$ cat config.mk
export PLATFORM = sky130hd
export DESIGN_NAME = gcsa_queue
export DESIGN_NICKNAME = d
export VERILOG_FILES = /design/src/hw/rtl/gcsa_queue.sv
export SDC_FILE = /design/constraint.sdc
export NUM_CORES = 1
export LEC_CHECK = 0
export ABC_AREA = 1
export BUFFER_PORTS_ARGS = -buffer_cell sky130_fd_sc_hd__buf_2
export CAP_MARGIN = 10
export CORE_UTILIZATION = 44
export DETAILED_ROUTE_END_ITERATION = 10
export PLACE_DENSITY = 0.74
export SYNTH_ARGS = -nofsm -noshare
export SYNTH_HDL_FRONTEND = slang
export SYNTH_SLANG_ARGS = --single-unit
export TNS_END_PERCENT = 30
$ cat constraint.sdc
create_clock -name clk -period 1.4 [get_ports clk]
set_input_delay 0.14 -clock clk [delete_from_list [all_inputs] [get_ports clk]]
set_output_delay 0.14 -clock clk [all_outputs]
set_load 0.05 [all_outputs]
$ cat src/hw/rtl/gcsa_queue.sv
`timescale 1ns / 1ps
// ----------------------------------------------------------------------------
// gcsa_queue - short operation queue
// Small FIFO that decouples the classifying front end from the cell engine.
// ----------------------------------------------------------------------------
module gcsa_queue #(
    parameter int WIDTH = 8,
    parameter int DEPTH = 2,
    localparam int PW = $clog2(DEPTH),
    localparam int CNTW = $clog2(DEPTH + 1)
) (
    input  logic             clk,
    input  logic             rst_n,
    input  logic             push,
    input  logic [WIDTH-1:0] push_data,
    output logic             full,
    input  logic             pop,
    output logic             valid,
    output logic [WIDTH-1:0] head
);

    logic [WIDTH-1:0] slot_reg [DEPTH];
    logic [PW-1:0]    wr_ptr_reg, wr_ptr_next;
    logic [PW-1:0]    rd_ptr_reg, rd_ptr_next;
    logic [CNTW-1:0]  cnt_reg, cnt_next;
    logic             do_push, do_pop;

    assign full    = (cnt_reg == CNTW'(DEPTH));
    assign valid   = (cnt_reg != '0);
    assign head    = slot_reg[rd_ptr_reg];
    assign do_push = push && !full;
    assign do_pop  = pop && valid;

    // pointer and fill bookkeeping
    always_comb
    begin
        wr_ptr_next = wr_ptr_reg;
        rd_ptr_next = rd_ptr_reg;
        cnt_next    = cnt_reg;
        if (do_push)
        begin
            wr_ptr_next = (wr_ptr_reg == PW'(DEPTH - 1)) ? '0 : wr_ptr_reg + 1'b1;
        end
        if (do_pop)
        begin
            rd_ptr_next = (rd_ptr_reg == PW'(DEPTH - 1)) ? '0 : rd_ptr_reg + 1'b1;
        end
        if (do_push && !do_pop)
        begin
            cnt_next = cnt_reg + 1'b1;
        end
        else if (do_pop && !do_push)
        begin
            cnt_next = cnt_reg - 1'b1;
        end
    end

    always_ff @(posedge clk or negedge rst_n)
    begin
        if (!rst_n)
        begin
            wr_ptr_reg <= '0;
            rd_ptr_reg <= '0;
            cnt_reg    <= '0;
        end
        else
        begin
            wr_ptr_reg <= wr_ptr_next;
            rd_ptr_reg <= rd_ptr_next;
            cnt_reg    <= cnt_next;
        end
    end

    // entry storage
    always_ff @(posedge clk)
    begin
        if (do_push)
        begin
            slot_reg[wr_ptr_reg] <= push_data;
        end
    end

endmodule

==> flow_summary_export.csv <==
group,metric,value,unit
status,outcome,"finished, final reports clean",
die,core_region_area,1750,um^2
sta,setup_viol_count_final,0,
sta,finClkSkew,1.30,ps
clocking,clkSinkCount,20,
run,cap_violations,0,
critical_path,crit_required,1260,ps
clocking,clk_pin_slew_worst_paths,110,ps
worst_hold_path,hold_path.class,"in -> reg",
global_routing,grt-ovfl-total,0,
yosys,synthArstFlopShare,0.200,
placed_design,gp_congestion,0.753,
critical_path,arrival,1200,ps
clocking,cts_made_buffers,3,
yosys,synth_cells,73,
die,num_rows,15,
finish,areaGrowthSynthToFinish,33.0,%
critical_path,path_common_cell,"nand2_1",
drt,final_antenna_net_count,0,
sta,setup_slack,64.5,ps
finish,fin_nets,115,
sta,relSlewSlack,0.820,
drt,vias_per_cell,4.57,
power,power.leakage,0.501,nW
die,dieArea,2070,um^2
drt,wire_per_inst,11.4,um
clocking,cts_tree,"yes",
critical_path,critPathLaunchType,"flip-flop",
die,die_w,45.5,um
placed_design,place_area,988,um^2
drt,drt-initial-drc-count,9,
sta,tightestPinTransition,267,ps
yosys,yosys_most_used_dff,"edfxtp_1",
global_routing,grt_pass1_vias,506,
clocking,ctsRootBufferMaster,"clkbuf_4",
yosys,netlist_area,833,um^2
finish,drive_gt1_frac,0.396,
yosys,netlist_top_cells_count,"32 x nand2_1, 16 x edfxtp_1, 6 x inv_1",
critical_path,endpoint_kind,"output pin",
global_routing,grt_first_pass_wirelength,2.19,mm
die,die_h,45.5,um
sta,post-route-period-util,0.954,
drt,wl,1.44,mm
sta,tns,0,ps
global_routing,grt_usage,0.155,
yosys,yosysMostFrequentCell,"nand2_1",
finish,stdcell_area,1110,um^2
finish,final.fill_count,146,
sta,final-hold-violation-count,0,
critical_path,cp_slowest_cell,"dfrtp_2",
die,ioPinCount,22,
placed_design,portBuffers,21,
finish,regArea,583,um^2
finish,largest_reg_flops,16,
clocking,clockBufferDepth,2,
placed_design,preCtsSetupSlack,77.5,ps
critical_path,cp_max_fo,6,
finish,multi_input_area,225,um^2
critical_path,critPathKind,"reg -> out",
yosys,yosysUniqueCellTypes,15,
clocking,cts_htree_levels,1,
yosys,synth.largest_area_cell,"edfxtp_1",
critical_path,cpPeakStageDelay,480,ps
yosys,syn_nets,86,
drt,num_vias,576,
yosys,synth_seq_cells,20,
drt,drc,0,
clocking,clk_latency,290,ps
placed_design,dp_hpwl,1.04,mm
power,p_per_area,2590,nW/um^2
drt,drt-pass1-iter-count,4,
yosys,ys_warn_count,0,
yosys,post-synth-top-area-fraction,0.577,
power,peakVddDrop,0.00159,V
sta,drv_slew,0,
placed_design,placed_cells,120,
yosys,netlist_top_cells_area,"edfxtp_1 58%, nand2_1 14%, dfrtp_1 12%",
sta,period_needed,1340,ps
global_routing,antenna_found_initial,0,
global_routing,grt_max_degree,13,
die,initial_core_util,0.477,
finish,layoutNonFillerInstCount,126,
yosys,synth-seq-area-share,0.697,
sta,rsz0062_at_grt,"yes",
finish,n_antenna_cell,0,
yosys,synth_edf_count,16,
yosys,avgSynthCellArea,11.4,um^2
critical_path,cp_cell_sequence,"buf_6 > nand2_1 > nand2_1 > buf_4",
sta,max_freq,749,MHz
==> timing repair <==
| action | in CTS | in global routing |
|---|---|---|
| endpoints found under the setup margin | 8 | 16 |
| buffers inserted | 0 | 1 |
| hold buffers | 1 | 0 |
| resized for setup | 9 | 8 |
| endpoints found under the hold margin | 4 | 0 |
==> path summary, 6_finish.rpt <==
kind | depth (start not counted) | endpoint | start | slack [ps]
hold / removal | 1 | slot_reg[1][0] | push_data[0] | 30
min in group asynchronous | 2 | wr_ptr_reg | rst_n | 200
max in group asynchronous | 2 | cnt_reg[0] | rst_n | 1060
setup / recovery | 4 | head[3] | rd_ptr_reg | 60
setup reg to reg | 8 | cnt_reg[1] | cnt_reg[0] | 150
hold reg to reg | 2 | cnt_reg[1] | cnt_reg[1] | 500
==> layout make-up <==
class / count / area share
Sequential cell: 20 / 0.526
Clock buffer: 3 / 0.0203
Tap cell: 25 / 0.0282
Multi-Input combinational cell: 44 / 0.203
Inverter: 8 / 0.0327
Clock inverter: 1 / 0.0271
Timing Repair Buffer: 25 / 0.163
==> cells by family after synthesis <==
group / after synthesis / synth area share
AOI/OAI and AO/OA: 1 / 0.00600
xor gates and xnor gates: 1 / 0.0105
adders and majority gates: 1 / 0.0150
buffers and inverters: 9 / 0.0601
DFF: 20 / 0.697
and+or+nand+nor: 41 / 0.212
==> stage by stage <==
step	power, W	util	hold slack [ps]
2_1_floorplan	0.00199	-	-156
3_3_place_gp	0.00220	0.566	-47.4
3_5_place_dp	0.00224	0.566	-43.0
4_1_cts	0.00278	0.614	27.0
5_1_grt	0.00303	0.635	11.1
6_report	0.00287	0.635	31.5
==> layer usage <==
| layer | vias up | routed length (um) | track usage |
|---|---|---|---|
| li1 | 292 | - | - |
| met5 | - | 0 | 0 |
| met2 | 12 | 777 | 0.274 |
| met1 | 270 | 603 | 0.180 |
| met4 | 0 | 11 | 0.0545 |
| met3 | 2 | 50 | 0.0397 |
==> worst max-delay path: cells and delay by family (launching register included) <==
kind                   cells  cell delay, ps
AND/OR/NAND/NOR            2             110
flip-flops                 1             480
buffers and inverters      2             330
==> power by group <==
| part | internal [W] | switching (W) | total (W) |
|---|---|---|---|
| combinational | 0.000479 | 0.00100 | 0.00148 |
| sequential | 0.000832 | 0.000104 | 0.000936 |
| clock | 0.000289 | 0.000168 | 0.000456 |
| total | 0.00160 | 0.00127 | 0.00287 |
==> placed cells by master (no fill, tap or decap), types with 2 or more instances in the layout <==
| cell type | n |
|---|---|
| buf_2 | 13 |
| buf_4 | 5 |
| buf_6 | 6 |
| clkbuf_4 | 3 |
| dfrtp_1 | 2 |
| dfrtp_2 | 2 |
| edfxtp_1 | 16 |
| inv_1 | 4 |
| inv_2 | 2 |
| nand2_1 | 32 |
| nand2_2 | 2 |
| nand3_1 | 2 |
| nor2_4 | 2 |
Note: power is estimated with default switching activity, not from simulation.
